--- src/hdl/fra_pkg.sv ---
// ----------------------------------------------------------------------------
// fra_pkg: shared types and constants for the fraction arithmetic block
// Item structs for both channels, operation codes and the status bundle of
// the reduction unit.
// ----------------------------------------------------------------------------
package fra_pkg;

	localparam int FIELD_W = 16;
	localparam int CMD_W   = 2;
	localparam int NUM_W   = 33;
	localparam int DEN_W   = 31;

	// operation codes; any code other than subtract or multiply divides
	localparam logic [CMD_W-1:0] CMD_SUB = 2'd0;
	localparam logic [CMD_W-1:0] CMD_MUL = 2'd1;
	localparam logic [CMD_W-1:0] CMD_DIV = 2'd2;

	typedef struct packed {
		logic [CMD_W-1:0]          cmd;
		logic signed [FIELD_W-1:0] a_num;
		logic signed [FIELD_W-1:0] a_den;
		logic signed [FIELD_W-1:0] b_num;
		logic signed [FIELD_W-1:0] b_den;
	} op_item_t;

	typedef struct packed {
		logic signed [NUM_W-1:0] res_num;
		logic [DEN_W-1:0]        res_den;
		logic                    div_error;
	} res_item_t;

	// status of the gcd / exact divide unit
	typedef struct packed {
		logic busy;
		logic done;
	} red_stat_t;

endpackage

--- src/hdl/fra_reduce_unit.sv ---
// ----------------------------------------------------------------------------
// fra_reduce_unit: gcd reduction of a magnitude pair
// Binary gcd with one compare/subtract/shift per cycle, then exact division
// of both magnitudes by the gcd, one quotient bit per cycle.
// ----------------------------------------------------------------------------
module fra_reduce_unit #(
	parameter int W = 33
) (
	input  logic                  clk,
	input  logic                  arst_n,
	input  logic                  start,
	input  logic [W-1:0]          mn,
	input  logic [W-1:0]          md,
	output fra_pkg::red_stat_t    stat,
	output logic [W-1:0]          qn,
	output logic [W-1:0]          qd
);
	import fra_pkg::*;

	localparam int KW = $clog2(W);
	localparam int CW = $clog2(W);

	typedef enum logic [2:0] {
		U_IDLE = 3'b001,
		U_GCD  = 3'b010,
		U_DIV  = 3'b100
	} phase_t;

	phase_t        phase_q;
	logic [CW-1:0] cnt_q;
	logic [W-1:0]  x_q, y_q, g_q;
	logic [KW-1:0] k_q;
	logic [W-1:0]  n_q, d_q;
	logic [W-1:0]  rn_q, rd_q;

	logic          x_zero, y_zero, x_ge_y;
	logic [W-1:0]  g_next;
	logic [W:0]    tn, td;
	logic          bn, bd;
	logic          div_last;

	// gcd step decisions
	assign x_zero   = (x_q == '0);
	assign y_zero   = (y_q == '0);
	assign x_ge_y   = (x_q >= y_q);
	assign g_next   = (x_zero ? y_q : x_q) << k_q;

	// restoring divide step, both dividends against the same gcd
	assign tn       = {rn_q, n_q[W-1]};
	assign td       = {rd_q, d_q[W-1]};
	assign bn       = (tn >= {1'b0, g_q});
	assign bd       = (td >= {1'b0, g_q});
	assign div_last = (cnt_q == CW'(W - 1));

	// sequencer
	always_ff @(posedge clk or negedge arst_n) begin
		if (!arst_n) begin
			phase_q <= U_IDLE;
			cnt_q   <= '0;
		end else begin
			case (phase_q)
				U_IDLE: begin
					if (start) begin
						phase_q <= U_GCD;
					end
				end
				U_GCD: begin
					if (x_zero || y_zero) begin
						cnt_q   <= '0;
						phase_q <= (g_next == '0) ? U_IDLE : U_DIV;
					end
				end
				U_DIV: begin
					cnt_q <= cnt_q + 1'b1;
					if (div_last) begin
						phase_q <= U_IDLE;
					end
				end
				default: phase_q <= U_IDLE;
			endcase
		end
	end

	// datapath
	always_ff @(posedge clk) begin
		case (phase_q)
			U_IDLE: begin
				if (start) begin
					x_q <= mn;
					y_q <= md;
					n_q <= mn;
					d_q <= md;
					k_q <= '0;
				end
			end
			U_GCD: begin
				if (x_zero || y_zero) begin
					g_q  <= g_next;
					rn_q <= '0;
					rd_q <= '0;
				end else if (!x_q[0] && !y_q[0]) begin
					x_q <= x_q >> 1;
					y_q <= y_q >> 1;
					k_q <= k_q + 1'b1;
				end else if (!x_q[0]) begin
					x_q <= x_q >> 1;
				end else if (!y_q[0]) begin
					y_q <= y_q >> 1;
				end else if (x_ge_y) begin
					x_q <= (x_q - y_q) >> 1;
				end else begin
					y_q <= (y_q - x_q) >> 1;
				end
			end
			U_DIV: begin
				rn_q <= bn ? W'(tn - {1'b0, g_q}) : tn[W-1:0];
				rd_q <= bd ? W'(td - {1'b0, g_q}) : td[W-1:0];
				n_q  <= {n_q[W-2:0], bn};
				d_q  <= {d_q[W-2:0], bd};
			end
			default: ;
		endcase
	end

	assign stat.busy = (phase_q != U_IDLE);
	assign stat.done = ((phase_q == U_GCD) && (x_zero || y_zero) && (g_next == '0))
		|| ((phase_q == U_DIV) && div_last);
	assign qn = n_q;
	assign qd = d_q;

endmodule

--- src/hdl/fraction_arith_reduce.sv ---
// Sequence: after acceptance, the multiply steps, the reduction start, the gcd loop (data
// dependent), the exact divide over W = 2*OPERAND_WIDTH+1 bits (skipped for 0/0) and the
// output state.
// Throughput: one item at a time; the next item is taken in the cycle after the result is
// loaded; a stalled result holds the block in output.
// Reset clears the sequencer and the output valid; no item is in flight after it.
// ----------------------------------------------------------------------------
// fraction_arith_reduce: signed fraction subtract / multiply / divide
// Forms the cross products with one shared multiplier, then reduces the
// result by its gcd and moves the sign onto the numerator.
// ----------------------------------------------------------------------------
module fraction_arith_reduce #(
	parameter int OPERAND_WIDTH = 16
) (
	input  logic                clk,
	input  logic                arst_n,
	input  logic                op_valid,
	output logic                op_stall,
	input  fra_pkg::op_item_t   op_item,
	output logic                res_valid,
	input  logic                res_stall,
	output fra_pkg::res_item_t  res_item
);
	import fra_pkg::*;

	localparam int OW = OPERAND_WIDTH;
	localparam int EW = (OW > FIELD_W) ? OW : FIELD_W;
	localparam int PW = 2 * OW;
	localparam int W  = 2 * OW + 1;
	localparam int XW = (W > NUM_W) ? W : NUM_W;

	typedef enum logic [4:0] {
		S_IDLE  = 5'b00001,
		S_MUL   = 5'b00010,
		S_START = 5'b00100,
		S_RED   = 5'b01000,
		S_OUT   = 5'b10000
	} state_t;

	state_t                state_q;
	logic [1:0]            mstep_q;
	logic                  res_valid_q;
	res_item_t             res_item_q;

	logic [CMD_W-1:0]      cmd_q;
	logic signed [OW-1:0]  an_q, ad_q, bn_q, bd_q;
	logic signed [PW-1:0]  prod_q;
	logic signed [W-1:0]   num_q;
	logic signed [PW-1:0]  den_q;
	logic                  neg_q;

	logic                  is_sub, is_mul;
	logic signed [OW-1:0]  mul_a, mul_b;
	logic signed [PW-1:0]  prod_c;
	logic signed [W-1:0]   den_w;
	logic [W-1:0]          mn, md;
	logic                  red_start;
	red_stat_t             red_stat;
	logic [W-1:0]          qn, qd;
	logic [XW-1:0]         qn_x, qd_x, rn_x;
	logic                  out_free, accept;

	// operand field sign-extended from OW bits
	function automatic logic signed [OW-1:0] take_op(input logic [FIELD_W-1:0] f);
		logic [EW-1:0] z;
		z = EW'(f);
		return z[OW-1:0];
	endfunction

	assign accept   = op_valid && (state_q == S_IDLE);
	assign op_stall = (state_q != S_IDLE);
	assign out_free = !res_valid_q || !res_stall;

	// shared multiplier operand selection
	assign is_sub = (cmd_q == CMD_SUB);
	assign is_mul = (cmd_q == CMD_MUL);
	always_comb begin
		case (mstep_q)
			2'd0: begin
				mul_a = an_q;
				mul_b = is_mul ? bn_q : bd_q;
			end
			2'd1: begin
				mul_a = ad_q;
				mul_b = (is_sub || is_mul) ? bd_q : bn_q;
			end
			default: begin
				mul_a = ad_q;
				mul_b = bn_q;
			end
		endcase
	end
	assign prod_c = mul_a * mul_b;

	// magnitudes and sign of the raw fraction
	assign den_w     = W'(den_q);
	assign mn        = num_q[W-1] ? W'(-num_q) : W'(num_q);
	assign md        = den_w[W-1] ? W'(-den_w) : W'(den_w);
	assign red_start = (state_q == S_START);

	fra_reduce_unit #(
		.W(W)
	) u_reduce (
		.clk    (clk),
		.arst_n (arst_n),
		.start  (red_start),
		.mn     (mn),
		.md     (md),
		.stat   (red_stat),
		.qn     (qn),
		.qd     (qd)
	);

	// sign goes back onto the numerator
	assign qn_x = XW'(qn);
	assign qd_x = XW'(qd);
	assign rn_x = neg_q ? (~qn_x + 1'b1) : qn_x;

	// sequencer and output valid
	always_ff @(posedge clk or negedge arst_n) begin
		if (!arst_n) begin
			state_q     <= S_IDLE;
			mstep_q     <= '0;
			res_valid_q <= 1'b0;
		end else begin
			// load a finished item, else hold a stalled one, else drop a taken one
			res_valid_q <= ((state_q == S_OUT) && out_free) || (res_valid_q && res_stall);
			case (state_q)
				S_IDLE: begin
					if (op_valid) begin
						mstep_q <= '0;
						state_q <= S_MUL;
					end
				end
				S_MUL: begin
					mstep_q <= mstep_q + 1'b1;
					if (mstep_q == 2'd3) begin
						state_q <= S_START;
					end
				end
				S_START: state_q <= S_RED;
				S_RED: begin
					if (red_stat.done) begin
						state_q <= S_OUT;
					end
				end
				S_OUT: begin
					if (out_free) begin
						state_q <= S_IDLE;
					end
				end
				default: state_q <= S_IDLE;
			endcase
		end
	end

	// operand capture, products and result register
	always_ff @(posedge clk) begin
		if (accept) begin
			cmd_q <= op_item.cmd;
			an_q  <= take_op(op_item.a_num);
			ad_q  <= take_op(op_item.a_den);
			bn_q  <= take_op(op_item.b_num);
			bd_q  <= take_op(op_item.b_den);
		end
		if (state_q == S_MUL) begin
			prod_q <= prod_c;
			case (mstep_q)
				2'd1: num_q <= W'(prod_q);
				2'd2: den_q <= prod_q;
				2'd3: begin
					if (is_sub) begin
						num_q <= num_q - W'(prod_q);
					end
				end
				default: ;
			endcase
		end
		if (state_q == S_START) begin
			neg_q <= num_q[W-1] != den_w[W-1];
		end
		if ((state_q == S_OUT) && out_free) begin
			res_item_q.res_num   <= rn_x[NUM_W-1:0];
			res_item_q.res_den   <= qd_x[DEN_W-1:0];
			res_item_q.div_error <= (qd == '0);
		end
	end

	assign res_valid = res_valid_q;
	assign res_item  = res_item_q;

	// the reduction unit reports done only while the sequencer waits for it
	a_done_in_red: assert property (@(posedge clk) disable iff (!arst_n)
		red_stat.done |-> state_q == S_RED)
		else $error("reduction done outside wait state");

	// a new reduction never starts on a busy unit
	a_start_idle: assert property (@(posedge clk) disable iff (!arst_n)
		red_start |-> !red_stat.busy)
		else $error("reduction started while busy");

	// a result appears only from the output state
	a_valid_src: assert property (@(posedge clk) disable iff (!arst_n)
		$rose(res_valid) |-> $past(state_q == S_OUT))
		else $error("result valid without a finished item");

	// a taken result is not shown again unless a new one was loaded
	a_no_repeat: assert property (@(posedge clk) disable iff (!arst_n)
		res_valid && !res_stall && state_q != S_OUT |=> !res_valid)
		else $error("result repeated");

endmodule

--- config.mk ---
export PLATFORM = sky130hd
export DESIGN_NAME = fraction_arith_reduce
export DESIGN_NICKNAME = d
export VERILOG_FILES = /design/src/hdl/fra_pkg.sv /design/src/hdl/fra_reduce_unit.sv /design/src/hdl/fraction_arith_reduce.sv
export SDC_FILE = /design/constraint.sdc
export NUM_CORES = 2
export LEC_CHECK = 0
export ABC_AREA = 1
export BUFFER_PORTS_ARGS = -buffer_cell sky130_fd_sc_hd__buf_4
export CAP_MARGIN = 30
export CELL_PAD_IN_SITES_DETAIL_PLACEMENT = 0
export CELL_PAD_IN_SITES_GLOBAL_PLACEMENT = 1
export CORE_ASPECT_RATIO = 1.5
export CORE_MARGIN = 8
export CORE_UTILIZATION = 45
export DETAILED_ROUTE_END_ITERATION = 8
export GPL_TIMING_DRIVEN = 0
export HOLD_SLACK_MARGIN = 0.12
export PLACE_DENSITY_LB_ADDON = 0.1
export SYNTH_ARGS = -nofsm -noshare
export SYNTH_HDL_FRONTEND = slang
export SYNTH_SLANG_ARGS = --single-unit
--- constraint.sdc ---
create_clock -name clk -period 6.9 [get_ports clk]
set_clock_uncertainty 0.1 [all_clocks]
set_input_delay 1.725 -clock clk [delete_from_list [all_inputs] [get_ports clk]]
set_output_delay 1.725 -clock clk [all_outputs]
set_load 0.1 [all_outputs]
; ---- Yosys cells after proc, flatten, opt, wreduce, memory -nomap -nowiden
; Cells that the tools add are included.
[op_classes]
n_mux = 49
magnitude_cmp = 3
bitwise = 1
reduce_logical = 40
multipliers = 1
add_sub_neg = 11
shifts = 1
eq_ne = 29
[op_table]
columns = cell, n
row1 = $mux 33, 20
row2 = $pmux 33 s2, 7
row3 = $logic_not 33->1, 4
row4 = $sub 33x33->33, 4
row5 = $ge 34x33->1, 2
row6 = $mux 16, 3
row7 = $add 33x1->33 const B, 1
row8 = $ge 33x33->1, 1
row9 = $neg 32->33, 1
row10 = $neg 33->33, 1
row11 = $not 33->33, 1
row12 = $shl 33x6->33, 1
row13 = $sub 33x32->33, 1
row14 = $mul 16x16->32, 1
row15 = $pmux 16 s2, 1
row16 = $pmux 5 s5, 1
row17 = $mux 6, 4
row18 = $pmux 6 s2, 2
row19 = $mux 5, 4
row20 = $ne 2x2->1 const B, 7
row21 = $add 6x1->6 const B, 2
row22 = $mux 3, 4
row23 = $ne 4x4->1 const B, 3
row24 = $reduce_and 4->1, 3
row25 = 27 further kinds, 56
[totals]
output_inout_bits = 67
register_bits = 483
in_bits = 70
elab_cells = 162

; ---- Longest topological paths before layout
[depth]
depth_word = 8
mapped_depth = 38
mapped_depth_nobuf = 36

; ---- By module
; A second synthesis with hierarchy kept.
[hier_totals]
cells_unflattened = 5711
area_unflattened_um2 = 44366.3
[modules_own_cells]
columns = mod, area_per_inst_um2, instances, seq_area_each_um2, cells_per_inst
row1 = fraction_arith_reduce, 23577.6, 1, 7078.0, 2833
row2 = fra_reduce_unit, 20788.7, 1, 7343.3, 2878

; ---- Worst setup path before layout
; Ideal clock, no wire load.
[synth_timing]
kind = reg-to-reg
from = reg mstep_q[0]
to = reg prod_q[31], data pin
path_slack_ps = -298
required_time_ps = 6538
path_buffers = 2
synth_period_minus_slack_ps = 7198
t_arrival_ps = 6836
path_stages_with_launch = 36
setup_time_ps = 262
cell_sequence = dfrtp_1 inv_1 ha_1 clkbuf_1 nor2_1 inv_1 nand2_1 nor2_1 inv_1 clkbuf_1 nand2_1 nand2_1 inv_1 nor2_1 fa_1 inv_1 fa_1 fa_1 inv_1 fa_1 fa_1 inv_1 fa_1 inv_1 ha_1 a21oi_1 o21ai_0 a21oi_2 inv_1 a21oi_2 inv_1 a31oi_1 o21ai_1 a21o_1 a21oi_1 xor2_1
[synth_via]
elab_chain_len = 3
elab_cells_between_ends = 5
classes_between = mul: 1 / eq/ne: 1 / mux: 2 / reduce/logical: 1
[synth_lines]
columns = element, line_no
row1 = start: declaration, fraction_arith_reduce.sv:41  ; logic [1:0] mstep_q;
row2 = start signal: assignment, fraction_arith_reduce.sv:136  ; mstep_q <= mstep_q + 1'b1;
row3 = $eq 2x1->1 / $logic_not 2->1 (equally long branches), fraction_arith_reduce.sv:78  ; case (mstep_q)
row4 = $pmux 16 s2 / $mux 16 (equally long branches), fraction_arith_reduce.sv:78
row5 = $mul 16x16->32 *, fraction_arith_reduce.sv:93  ; assign prod_c = mul_a * mul_b;
row6 = named net prod_c[31], fraction_arith_reduce.sv:54  ; logic signed [PW-1:0] prod_c;
row7 = end signal: assignment, fraction_arith_reduce.sv:167  ; prod_q <= prod_c;
row8 = end: declaration, fraction_arith_reduce.sv:47  ; logic signed [PW-1:0] prod_q;
; The timed path passes the listed nets; every way through them passes the cells marked *.
; A chain may end at the register's enable or synchronous reset.

; ---- Final worst setup path
[layout_timing]
from = reg mstep_q[1]
to = reg prod_q[31], data pin
; The elaborated chain is that of the path after synthesis.

==> results.toml <==
[status]
status = "complete, but fails checks"
violations = "setup timing"

[setup_path]
path_buf_inv = 13
slowest_delay_ps = 540
critPathTopFamily = "adder cells"
critical_path.startpoint_type = "flop"
worstSetupPathType = "reg2reg"
arrival_ps = 7240
path_max_fanout = 4
crit_required_ps = 7210
slowest_stage = "fa_1"
cp_common_cell = "inv_2"
end_kind = "flop"

[route]
vias = 36258
wl_per_cell_um = 26.06
drtIter0Drc = 2540
dr.pass1.iters = 6
totalWireLength_um = 167100
ant_nets = 0
viasPerCell = 5.653
drc = 0

[grt]
met1_usage = 0.2903
grt_first_pass_wirelength_um = 243500
top_usage_layer = "met2"
met2_usage = 0.5979
grt_pass1_vias = 38245
antenna_found_initial = 8
grt_max_degree = 67
grt-ovfl-total = 0
met3_usage = 0.04898
grt.total_usage = 0.3230

[clock_tree]
cts_root_buf = "clkbuf_16"
cts.sinks = 483
tritoncts = "done"
worstSkewPairLatency_ps = 680
clk_pin_slew_worst_paths_ps = 70
clock_path_buffers = 3
htreeDepth = 2
numCtsBuffers = 51

[timing]
holdWs_ps = 387.7
fin_crit_sh = 1.005
slew_headroom = 0.2534
rsz0062_at_grt = "yes"
layout_min_cycle_time_ps = 6935
slew_viol_final = 0
finalSetupViolCount = 1
worst_slew_pin_slew_ps = 1116
fmax_mhz = 144.2
final-hold-violation-count = 0
setup_slack_ps = -35.19

[floorplan]
die_w_um = 264.2
die-height_um = 388.3
core_area_um2 = 91720
fp-row-count = 136
start_util = 0.4535
io_pins = 137
die_area_um2 = 102600

[synthesis]
syn-num-nets = 5492
synth_commonest_cells = "nand2_1 (814), inv_1 (799), edfxtp_1 (466)"
synth_top_area_share = 0.3365
async_reset_ff_frac = 0.03520
synth-edff-count = 466
synth.top_cells.by_area = "edfxtp_1 (34%), fa_1 (13%), ha_1 (7.7%), nand2_1 (7.3%), inv_1 (7.2%)"
synth.distinct_cells = 64
netlist_area_um2 = 41590
synth_seq_cells = 483
yosys.cell_count.top_type = "nand2_1"
synthCells = 4898
syn_area_per_cell_um2 = 8.491
synth-warning-count = 0
synth_flop_cell = "edfxtp_1"
yosys.area.top_type = "edfxtp_1"
yosysSeqAreaShare = 0.3468

[layout]
area_growth_pct = 15.63
diodes = 0
nets = 5792
drive_gt1_frac = 0.1231
largest_reg_flops = 65

[placement]
dp.final_hpwl_um = 136400
gp_congestion = 1.037
portBuffers = 136

[hold_path]
hold_path_class = "reg2reg"

[job]
max_cap_violations = 0
placed cells by master (no fill, tap or decap), types with 16 or more instances in the layout:
cell type	synthesis	routed
o21ai_1	47	41
nand4_1	49	49
inv_2	2	35
nand2_2	10	25
buf_6	9	23
clkbuf_1	110	93
o211ai_1	30	30
o21ai_0	361	348
nand2_1	814	783
ha_1	257	238
inv_1	799	755
xor2_1	175	175
fa_1	267	250
ha_4	0	19
clkbuf_16	0	52
nand2_4	1	16
xnor2_1	100	100
nand3_1	329	328
a21oi_2	10	16
buf_4	10	224
o21ai_2	14	21
nor3_1	40	39
edfxtp_1	466	466
clkinv_1	12	17
o21a_1	17	17
a31oi_1	24	21
nor2_1	406	387
nor4_1	27	26
a21oi_1	340	326
fa_2	0	17
buf_2	18	22
per-stage QoR:
stage	setup WS, ps	instances	util	area, µm²	setup TNS, ps
after floorplan	2.293	4898	-	41610	0
after global placement	-3605	6207	0.4809	44100	-336410
after detailed placement	-1977	6227	0.4847	44460	-24450
after CTS	-211.8	6384	0.5174	47460	-521.7
after global routing	-278.2	6414	0.5243	48090	-1530
final	-35.19	6414	0.5243	48090	-35.19
final cells by class:
cell class,count,area (µm²)
fill,8994,43630
multi-input combinational,3438,24300
sequential,483,14420
inverter,814,3113
timing repair buffer,249,2160
tap,1173,1468
clock buffer,58,1303
buffer,161,879.6
clock inverter,38,444.2
logic make-up after synthesis:
kind of cell,synth area share
adders and majority gates,0.2058
buffers and inverters,0.09152
AOI/OAI and AO/OA,0.1239
DFF,0.3468
other,0.00009017
and+or+nand+nor,0.1740
xor gates and xnor gates,0.05791
routing by layer:
metal	vias to the layer above	wire length [µm]	share of wire
met1	17460	50590	0.30
met4	6	21850	0.13
met2	1324	86590	0.52
met5	-	41	0.00025
met3	698	8059	0.048
li1	16770	-	-
repair_timing:
action | 4_1_cts | 5_1_grt
buffers inserted | 62 | 21
cloned | 1 | 1
pin swaps | 38 | 58
endpoints found under the setup margin | 21 | 15
hold buffers | 0 | 0
gates resized for setup | 195 | 122
final timing paths:
kind	depth (start not counted)	slack [ps]	endpoint	start
worst max register to register	35	-40	prod_q[31]$_DFFE_PP_	mstep_q[1]$_DFFE_PN0P_
min in group asynchronous	1	850	res_valid$_DFF_PN0_	arst_n
max in group asynchronous	1	5560	u_reduce.phase_q[0]$_DFFE_PN1P_	arst_n
worst min register to register	0	390	res_item[8]$_DFFE_PP_	u_reduce.qd[7]$_DFFE_PP_
worst max-delay path	35	-40	prod_q[31]$_DFFE_PP_	mstep_q[1]$_DFFE_PN0P_
worst min-delay path	0	390	res_item[8]$_DFFE_PP_	u_reduce.qd[7]$_DFFE_PP_
Power is not shown: default switching activity piles up to over one toggle a cycle in this logic, so the estimate is an artifact.
